--- src/design/utt_pkg.sv ---
`default_nettype none
// ----------------------------------------------------------------------------
// utt_pkg
// Types, constants and byte classification shared by the transcoder modules.
// ----------------------------------------------------------------------------
package utt_pkg;

  localparam logic [15:0] REPL_UNIT     = 16'h003F;
  localparam logic [15:0] SUR_HIGH      = 16'hD800;
  localparam logic [15:0] SUR_LOW       = 16'hDC00;
  localparam logic [20:0] SUPPLEMENTARY = 21'h10000;
  localparam int          MaxUnits      = 4;

  typedef enum logic [2:0] {
    CLS_CONT,
    CLS_ASCII,
    CLS_LEAD2,
    CLS_LEAD3,
    CLS_LEAD4,
    CLS_INVALID
  } byte_class_t;

  typedef struct packed {
    logic [15:0] code;
    logic        repl;
  } unit_t;

  // All units that one accepted byte gives, in output order.
  typedef struct packed {
    unit_t [MaxUnits-1:0] units;
    logic  [2:0]          count;
    logic                 last;
  } entry_t;

  function automatic byte_class_t classify(input logic [7:0] b);
    byte_class_t cls;
    if (!b[7]) begin
      cls = CLS_ASCII;
    end else if (!b[6]) begin
      cls = CLS_CONT;
    end else if (!b[5]) begin
      cls = CLS_LEAD2;
    end else if (!b[4]) begin
      cls = CLS_LEAD3;
    end else if (!b[3]) begin
      cls = CLS_LEAD4;
    end else begin
      cls = CLS_INVALID;
    end
    return cls;
  endfunction

endpackage
`default_nettype wire

--- src/design/utt_if.sv ---
`default_nettype none
// ----------------------------------------------------------------------------
// utt_if
// Valid/ready channels for UTF-8 bytes in and UTF-16 code units out.
// ----------------------------------------------------------------------------
interface utt_byte_if;
  logic       valid;
  logic       ready;
  logic [7:0] in_byte;
  logic       in_last;

  modport source (output valid, output in_byte, output in_last, input ready);
  modport sink   (input valid, input in_byte, input in_last, output ready);
endinterface

interface utt_unit_if;
  logic        valid;
  logic        ready;
  logic [15:0] code_unit;
  logic        is_replacement;
  logic        unit_last;

  modport source (output valid, output code_unit, output is_replacement,
                  output unit_last, input ready);
  modport sink   (input valid, input code_unit, input is_replacement,
                  input unit_last, output ready);
endinterface
`default_nettype wire

--- src/design/utt_front.sv ---
`default_nettype none
// ----------------------------------------------------------------------------
// utt_front
// Classifies each byte, tracks the open sequence and builds the unit list.
// ----------------------------------------------------------------------------
module utt_front
  import utt_pkg::*;
(
  input  wire logic   clk,
  input  wire logic   rst,
  utt_byte_if.sink    bytes,
  output logic        push_valid,
  output entry_t      push_entry,
  input  wire logic   push_ready
);

  logic [7:0]  held_bytes [3];
  logic [1:0]  held_count, held_count_next;
  logic [2:0]  sequence_length, sequence_length_next;

  byte_class_t cls;
  logic        accept;
  logic        extend;
  logic        complete;
  logic        store_lead;
  logic        store_cont;
  logic [1:0]  pre_cnt;
  logic [1:0]  main_cnt;
  logic [1:0]  post_cnt;
  logic [1:0]  held_after;
  logic [2:0]  seq_after;
  unit_t       main_u [2];
  logic [20:0] cp;
  logic [20:0] cp_off;
  logic [2:0]  sel;
  entry_t      entry;

  assign accept      = bytes.valid && push_ready;
  assign bytes.ready = push_ready;
  assign cls         = classify(bytes.in_byte);

  // Code point of the sequence that this continuation byte completes.
  always_comb begin
    case (sequence_length)
      3'd2:    cp = {10'b0, held_bytes[0][4:0], bytes.in_byte[5:0]};
      3'd3:    cp = {5'b0, held_bytes[0][3:0], held_bytes[1][5:0],
                     bytes.in_byte[5:0]};
      default: cp = {held_bytes[0][2:0], held_bytes[1][5:0], held_bytes[2][5:0],
                     bytes.in_byte[5:0]};
    endcase
    cp_off = cp - SUPPLEMENTARY;
  end

  always_comb begin
    extend     = (held_count != 2'd0) && (cls == CLS_CONT);
    complete   = extend && (({1'b0, held_count} + 3'd1) >= sequence_length);
    store_cont = extend && !complete;
    store_lead = 1'b0;
    pre_cnt    = 2'd0;
    main_cnt   = 2'd0;
    held_after = held_count;
    seq_after  = sequence_length;
    main_u[0]  = '{code: REPL_UNIT, repl: 1'b1};
    main_u[1]  = '{code: SUR_LOW + {6'b0, cp_off[9:0]}, repl: 1'b0};

    if (complete) begin
      held_after = 2'd0;
      seq_after  = 3'd0;
      if (cp[20:16] != 5'd0) begin
        main_cnt  = 2'd2;
        main_u[0] = '{code: SUR_HIGH + {5'b0, cp_off[20:10]}, repl: 1'b0};
      end else begin
        main_cnt  = 2'd1;
        main_u[0] = '{code: cp[15:0], repl: 1'b0};
      end
    end else if (store_cont) begin
      held_after = held_count + 2'd1;
    end else begin
      pre_cnt    = held_count;
      held_after = 2'd0;
      seq_after  = 3'd0;
      unique case (cls)
        CLS_ASCII: begin
          main_cnt  = 2'd1;
          main_u[0] = '{code: {8'b0, bytes.in_byte}, repl: 1'b0};
        end
        CLS_LEAD2, CLS_LEAD3, CLS_LEAD4: begin
          store_lead = 1'b1;
          held_after = 2'd1;
          seq_after  = (cls == CLS_LEAD2) ? 3'd2 : (cls == CLS_LEAD3) ? 3'd3 : 3'd4;
        end
        default: begin
          main_cnt = 2'd1;
        end
      endcase
    end

    // End of string flushes whatever is still held.
    if (bytes.in_last) begin
      post_cnt             = held_after;
      held_count_next      = 2'd0;
      sequence_length_next = 3'd0;
    end else begin
      post_cnt             = 2'd0;
      held_count_next      = held_after;
      sequence_length_next = seq_after;
    end

    for (int k = 0; k < MaxUnits; k++) begin
      sel = 3'(k) - {1'b0, pre_cnt};
      if (3'(k) < {1'b0, pre_cnt}) begin
        entry.units[k] = '{code: REPL_UNIT, repl: 1'b1};
      end else if (3'(k) < ({1'b0, pre_cnt} + {1'b0, main_cnt})) begin
        entry.units[k] = main_u[sel[0]];
      end else begin
        entry.units[k] = '{code: REPL_UNIT, repl: 1'b1};
      end
    end
    entry.count = {1'b0, pre_cnt} + {1'b0, main_cnt} + {1'b0, post_cnt};
    entry.last  = bytes.in_last;
  end

  assign push_valid = accept && (entry.count != 3'd0);
  assign push_entry = entry;

  always_ff @(posedge clk) begin
    if (rst) begin
      held_count      <= 2'd0;
      sequence_length <= 3'd0;
    end else if (accept) begin
      held_count      <= held_count_next;
      sequence_length <= sequence_length_next;
    end
  end

  always_ff @(posedge clk) begin
    if (accept && store_lead) begin
      held_bytes[0] <= bytes.in_byte;
    end
    if (accept && store_cont) begin
      held_bytes[held_count] <= bytes.in_byte;
    end
  end

endmodule
`default_nettype wire

--- src/design/utt_queue.sv ---
`default_nettype none
// ----------------------------------------------------------------------------
// utt_queue
// Two-entry queue of unit lists between the front and the back.
// ----------------------------------------------------------------------------
module utt_queue
  import utt_pkg::*;
(
  input  wire logic   clk,
  input  wire logic   rst,
  input  wire logic   push_valid,
  input  wire entry_t push_entry,
  output logic        push_ready,
  output logic        pop_valid,
  output entry_t      pop_entry,
  input  wire logic   pop
);

  entry_t     slots [2];
  logic       wr_ptr;
  logic       rd_ptr;
  logic [1:0] fill;
  logic       do_push;
  logic       do_pop;

  assign push_ready = (fill != 2'd2);
  assign pop_valid  = (fill != 2'd0);
  assign pop_entry  = slots[rd_ptr];
  assign do_push    = push_valid && push_ready;
  assign do_pop     = pop && pop_valid;

  always_ff @(posedge clk) begin
    if (rst) begin
      wr_ptr <= 1'b0;
      rd_ptr <= 1'b0;
      fill   <= 2'd0;
    end else begin
      if (do_push) begin
        wr_ptr <= !wr_ptr;
      end
      if (do_pop) begin
        rd_ptr <= !rd_ptr;
      end
      fill <= fill + {1'b0, do_push} - {1'b0, do_pop};
    end
  end

  always_ff @(posedge clk) begin
    if (do_push) begin
      slots[wr_ptr] <= push_entry;
    end
  end

endmodule
`default_nettype wire

--- src/design/utt_back.sv ---
`default_nettype none
// ----------------------------------------------------------------------------
// utt_back
// Sends the units of the head queue entry one per request.
// ----------------------------------------------------------------------------
module utt_back
  import utt_pkg::*;
(
  input  wire logic   clk,
  input  wire logic   rst,
  input  wire logic   pop_valid,
  input  wire entry_t pop_entry,
  output logic        pop,
  utt_unit_if.source  units
);

  logic [1:0] idx, idx_next;
  logic       at_end;
  logic       taken;
  unit_t      cur;

  assign cur    = pop_entry.units[idx];
  assign at_end = ({1'b0, idx} == (pop_entry.count - 3'd1));
  assign taken  = units.valid && units.ready;

  assign units.valid          = pop_valid;
  assign units.code_unit      = cur.code;
  assign units.is_replacement = cur.repl;
  assign units.unit_last      = pop_entry.last && at_end;
  assign pop                  = taken && at_end;

  always_comb begin
    idx_next = idx;
    if (taken) begin
      idx_next = at_end ? 2'd0 : idx + 2'd1;
    end
  end

  always_ff @(posedge clk) begin
    if (rst) begin
      idx <= 2'd0;
    end else begin
      idx <= idx_next;
    end
  end

endmodule
`default_nettype wire

--- src/design/utf8_to_utf16_transcoder_top.sv ---
`default_nettype none
// ----------------------------------------------------------------------------
// utf8_to_utf16_transcoder_top
// Streams UTF-8 bytes in and UTF-16 code units out, one unit per request.
// ----------------------------------------------------------------------------
// Path: a byte's units are registered in the queue before the back offers them.
// Throughput: one byte per cycle while each byte gives at most one unit and the
//   output is ready; a byte of k units (1 to 4) holds the port for k requests.
// Reset: synchronous, clears the held count, the sequence length, the queue
//   pointers and the unit index; the held byte registers are left as they are.
// ----------------------------------------------------------------------------
module utf8_to_utf16_transcoder_top
  import utt_pkg::*;
(
  input  wire logic  clk,
  input  wire logic  rst,
  utt_byte_if.sink   bytes,
  utt_unit_if.source units
);

  // The front decodes a byte as soon as it arrives and turns it into a
  // complete list of the units it causes, so the state of the open sequence
  // is up to date before the next byte.
  logic   push_valid;
  logic   push_ready;
  entry_t push_entry;

  // The queue decouples decoding from delivery. Its full flag alone gates
  // input ready, so there is no path from the output ready to the input.
  logic   pop_valid;
  logic   pop;
  entry_t pop_entry;

  utt_front u_front (
    .clk        (clk),
    .rst        (rst),
    .bytes      (bytes),
    .push_valid (push_valid),
    .push_entry (push_entry),
    .push_ready (push_ready)
  );

  utt_queue u_queue (
    .clk        (clk),
    .rst        (rst),
    .push_valid (push_valid),
    .push_entry (push_entry),
    .push_ready (push_ready),
    .pop_valid  (pop_valid),
    .pop_entry  (pop_entry),
    .pop        (pop)
  );

  // The back walks the head entry one unit per accepted request and marks
  // the final unit of a last-flagged byte.
  utt_back u_back (
    .clk       (clk),
    .rst       (rst),
    .pop_valid (pop_valid),
    .pop_entry (pop_entry),
    .pop       (pop),
    .units     (units)
  );

endmodule
`default_nettype wire

--- src/flat_wrapper.sv ---
// flat-port wrapper written by rule: the top's interface ports become plain ports
module utf8_to_utf16_transcoder_top_flat import utt_pkg::*;
  (clk, rst, bytes_valid, bytes_in_byte, bytes_in_last, bytes_ready, units_valid, units_code_unit, units_is_replacement, units_unit_last, units_ready);
  utt_byte_if bytes_i ();
  utt_unit_if units_i ();
  input  wire logic clk;
  input  wire logic rst;
  input wire logic [$bits(bytes_i.valid)-1:0] bytes_valid;
  input wire logic [$bits(bytes_i.in_byte)-1:0] bytes_in_byte;
  input wire logic [$bits(bytes_i.in_last)-1:0] bytes_in_last;
  output wire logic [$bits(bytes_i.ready)-1:0] bytes_ready;
  output wire logic [$bits(units_i.valid)-1:0] units_valid;
  output wire logic [$bits(units_i.code_unit)-1:0] units_code_unit;
  output wire logic [$bits(units_i.is_replacement)-1:0] units_is_replacement;
  output wire logic [$bits(units_i.unit_last)-1:0] units_unit_last;
  input wire logic [$bits(units_i.ready)-1:0] units_ready;
  assign bytes_i.valid = bytes_valid;
  assign bytes_i.in_byte = bytes_in_byte;
  assign bytes_i.in_last = bytes_in_last;
  assign bytes_ready = bytes_i.ready;
  assign units_valid = units_i.valid;
  assign units_code_unit = units_i.code_unit;
  assign units_is_replacement = units_i.is_replacement;
  assign units_unit_last = units_i.unit_last;
  assign units_i.ready = units_ready;
  utf8_to_utf16_transcoder_top u_core (.clk(clk), .rst(rst), .bytes(bytes_i), .units(units_i));
endmodule
--- config.mk ---
export PLATFORM = sky130hd
export DESIGN_NAME = utf8_to_utf16_transcoder_top_flat
export DESIGN_NICKNAME = d
export VERILOG_FILES = /design/src/design/utt_pkg.sv /design/src/design/utt_if.sv /design/src/design/utt_front.sv /design/src/design/utt_queue.sv /design/src/design/utt_back.sv /design/src/design/utf8_to_utf16_transcoder_top.sv /design/src/flat_wrapper.sv
export SDC_FILE = /design/constraint.sdc
export NUM_CORES = 1
export LEC_CHECK = 0
export ABC_CLOCK_PERIOD_IN_PS = 6100
export BUFFER_PORTS_ARGS = -buffer_cell sky130_fd_sc_hd__buf_2
export CAP_MARGIN = 25
export CORE_AREA = 2 2 145 147
export DETAILED_ROUTE_END_ITERATION = 8
export DIE_AREA = 0 0 147 149
export HOLD_SLACK_MARGIN = 0.05
export PLACE_DENSITY = 0.57
export RECOVER_POWER = 50
export SKIP_CTS_REPAIR_TIMING = 1
export SLEW_MARGIN = 5
export SYNTH_ARGS = -nofsm -noshare
export SYNTH_HDL_FRONTEND = slang
export SYNTH_HIERARCHICAL = 1
export SYNTH_SLANG_ARGS = --single-unit
--- constraint.sdc ---
create_clock -name clk -period 6.1 [get_ports clk]
set_input_delay 0.915 -clock clk [delete_from_list [all_inputs] [get_ports clk]]
set_output_delay 0.915 -clock clk [all_outputs]
set_load 0.02 [all_outputs]
==> out/metrics.sh <==
RUN_STATUS='complete, no violations'
P_SW_SHARE_PCT=23.6
CRIT_PATH_LAUNCH_TYPE='register'
PLACE.PORT_BUFFERS=32
ACHIEVABLE-FREQUENCY_GHz=0.187
IOS=33
NUMBER_OF_ANTENNA_VIOLATIONS_AT_THE_FIRST_CHECK_IN_GLOBAL_ROUTING=1
DRT.ANTENNA.VIOLATING_NETS=0
WORST_IR_DROP_VDD_mV=0.181
FINISH.NET_COUNT=610
COMBINATIONALPOWERSHARE_PCT=9.2
CTS.ROOT.BUFFER_CELL='sky130_fd_sc_hd__clkbuf_16'
GRT_PASS1_VIAS=4688
TRITONCTS_CLOCK_TREE='yes'
FINALWIRELENGTH_UM=16400
FINCLKSKEW_NS=0.00916
DETAILEDPLACEMENTHPWL_UM=11100
DR.FIRST_ITER.DRC_COUNT=394
SYN-INSTANCE-COUNT=562
FLOORPLAN.DIE_AREA_UM2=21900
CLOCK_POWER_SHARE_PCT=38.5
TIMING_WORST_SLEW_PIN_VALUE_NS=1.06
GRT_SETUP_UNREPAIRED='false'
CORE_REGION_AREA_UM2=20600
TIMING.CRITICAL_PATH.REQUIRED_NS=6.20
CHIPHEIGHT_UM=149
DRC_ERRORS=0
NUMCTSBUFFERS=17
WL_PER_CELL_UM=18.8
CP_CAPTURE_TYPE='register'
DRIVE_ABOVE_1_SHARE_PCT=14.4
WORST-PATH-MAX-FANOUT=45
REPORT.FINAL.HOLD_VIOL_COUNT=0
DRV.MAX_CAP_VIOLATION_COUNT=0
PERIOD_SHARE_PCT=87.8
P_TOTAL_mW=2.64
YS.WARNINGS.COUNT=6
CTS.SINKS=173
INTERNAL_POWER_mW=2.02
SETUP.WORST_PATH.CLASS='register to register'
CP_DATA_ARRIVAL_TIME_NS=5.46
TOTAL_LEAKAGE_POWER_nW=2.87
YS_SEQ_ELEMENTS=173
SWITCHING_POWER_mW=0.623
FINALSETUPVIOLCOUNT=0
LAYOUT.CELLS.MOST_COMMON_LIST='sky130_fd_sc_hd__edfxtp_1 (161), sky130_fd_sc_hd__mux2_1 (61), sky130_fd_sc_hd__nor2_1 (47)'
ROUTED-VIA-COUNT=4632
CLK-INSERTION-DELAY-LATE_NS=0.42
CLOCK_PATH_BUFFERS=2
START_UTIL_PCT=40.0
GP_CONGESTION=0.906
MAX-SLEW-MARGIN-REL_PCT=29.6
PINS_OVER_THEIR_SLEW_LIMIT=0
POWER-PER-CELL-AREA_nW_PER_UM2=292
COUNT_OF_FLIP_FLOPS_WITH_A_BUILT_IN_ENABLE_AFTER_SYNTHESIS=161
VIAS_PER_CELL=5.31
LARGEST_NET_DEGREE_AT_THE_START_OF_GLOBAL_ROUTING=73
SYNTH_TOP_FLOP_CELL='sky130_fd_sc_hd__edfxtp_1'
AREA_GROWTH_PCT=10.2
UNIQUE_MASTERS_POST_SYNTH=66
FINAL_COMMON_CELL='sky130_fd_sc_hd__edfxtp_1'
CTS-HTREE-LEVELS=4
GROUTE.USAGE.OVERALL_PCT=15.7
UTILIZATION_PCT=44.0
FLOORPLAN.DIE.WIDTH_UM=147
FIRST_PASS_GRT_WIRE_LENGTH_UM=26000
SETUP_TNS_NS=0
SYNTH.AVG_CELL_AREA_UM2=14.6
LENGTH_OF_THE_FIRST_DETAILED_ROUTING_PASS_IN_ITERATIONS=5
SYNTH_SEQ_AREA_SHARE_PCT=61.8
GRT_OVERFLOW_TOTAL=0
FINAL_PERIOD_MINUS_WORST_SETUP_SLACK_NS=5.36
CLKTRANSATPATHREGS_NS=0.07
WORSTHOLDPATHTYPE='register to register'
ANTENNADIODECOUNT=0
SYNTHARSTFLOPSHARE_PCT=0
POST_SYNTHESIS_CELL_AREA_UM2=8220
SEQUENTIALPOWERSHARE_PCT=52.4
PLACEMENTROWS=53
-- layout make-up --
cell class / instances / area, um2
multi-input cells: 337 / 2790
flip-flops and latches: 173 / 5070
well taps: 275 / 344
fillers: 1912 / 11500
inverters: 16 / 65.1
repair buffers: 40 / 214
clock inverters: 15 / 136
clock buffers: 17 / 425
-- synth_stat cells (all sizes together), types with 7 or more instances --
cell / n / share of area [%]
edfxtp: 161 / 59
mux2: 74 / 10
nor2: 47 / 2.1
buf: 30 / 2.9
nand2: 30 / 1.6
a21oi: 24 / 1.6
o21ai: 18 / 1.2
mux4: 17 / 4.7
inv: 16 / 0.79
nand2b: 13 / 0.99
dfxtp: 12 / 2.9
nor3: 11 / 0.73
ha: 10 / 1.5
nor2b: 10 / 0.76
nand3: 9 / 0.61
clkbuf: 7 / 0.35
nor4: 7 / 0.53
-- cell families after synthesis --
kind of cell             after synthesis  synth area share, %
XOR/XNOR                               8                0.853
buffers and inverters                 53                 4.07
AO/OA/AOI/OAI                         71                 6.00
AND/OR/NAND/NOR                      148                 9.81
other                                  1               0.0456
adder cells (fa/ha/maj)               12                 2.01
multiplexers                          96                 15.5
flip-flops                           173                 61.8
-- worst max-delay path, cell delays in order, from the launching register on --
cell and delay [ns]:
sky130_fd_sc_hd__dfxtp_1 0.60, sky130_fd_sc_hd__inv_1 0.15, sky130_fd_sc_hd__ha_1 0.36, sky130_fd_sc_hd__ha_1 0.28, sky130_fd_sc_hd__nand2_1 0.06, sky130_fd_sc_hd__o21ai_2 0.35, sky130_fd_sc_hd__and2_0 0.43, sky130_fd_sc_hd__nand2_1 0.13
sky130_fd_sc_hd__nand2_1 0.09, sky130_fd_sc_hd__ha_1 0.13, sky130_fd_sc_hd__inv_1 0.04, sky130_fd_sc_hd__fa_1 0.49, sky130_fd_sc_hd__inv_1 0.07, sky130_fd_sc_hd__fa_1 0.37, sky130_fd_sc_hd__xnor2_1 0.25, sky130_fd_sc_hd__nor3_1 0.08
sky130_fd_sc_hd__nor2_1 0.38, sky130_fd_sc_hd__and3_2 0.43, sky130_fd_sc_hd__buf_12 0.29
-- state kept, by name, summed over array words and instances (netlist names), named ones only --
signal,flops
u_core/u_queue/rd_ptr,1
u_core/u_queue/slots,144
u_core/u_queue/fill,2
u_core/u_back/idx,2
u_core/u_queue/wr_ptr,1
u_core/u_front/held_bytes,17
u_core/u_front/held_count,2
u_core/u_front/sequence_length,3
-- worst paths after layout --
check                                                               start                                     to  slack, ns  depth (start not counted)
worst min-delay path                   u_core/u_queue/rd_ptr$_SDFFE_PP0P_     u_core/u_queue/rd_ptr$_SDFFE_PP0P_       0.51                          2
worst max register to register  u_core/u_front/held_count[0]$_SDFFE_PP0P_  u_core/u_queue/slots[1][43]$_DFFE_PP_       0.74                         18
worst max-delay path            u_core/u_front/held_count[0]$_SDFFE_PP0P_  u_core/u_queue/slots[1][43]$_DFFE_PP_       0.74                         18
worst min register to register         u_core/u_queue/rd_ptr$_SDFFE_PP0P_     u_core/u_queue/rd_ptr$_SDFFE_PP0P_       0.51                          2
-- layer usage --
metal	routed length (um)	track usage, %	vias to the layer above
met2	8060	25.7	90
met3	573	3.49	17
met1	7500	20.8	2357
met4	306	5.43	0
li1	-	-	2168
met5	0	0	-
-- metrics by stage --
| stage | area (um2) | instances | worst slack [ns] | hold WS, ns |
|---|---|---|---|---|
| floorplan | 8220 | 563 | 0.0144 | 0.472 |
| global placement | 8560 | 841 | 1.05 | 0.491 |
| detailed placement | 8560 | 841 | 0.874 | 0.497 |
| CTS | 9120 | 873 | 0.843 | 0.515 |
| global route | 9050 | 873 | 0.390 | 0.536 |
| finish | 9050 | 873 | 0.742 | 0.508 |
-- power groups by stage --
stage	clock network [mW]	logic [mW]	registers, mW
after floorplan	0	0.182	1.40
after global placement	0	0.251	1.41
final	1.02	0.242	1.38
after detailed placement	0	0.253	1.41
after global routing	1.09	0.267	1.39
after CTS	1.04	0.254	1.38
Power figures use the tool's default switching activity.
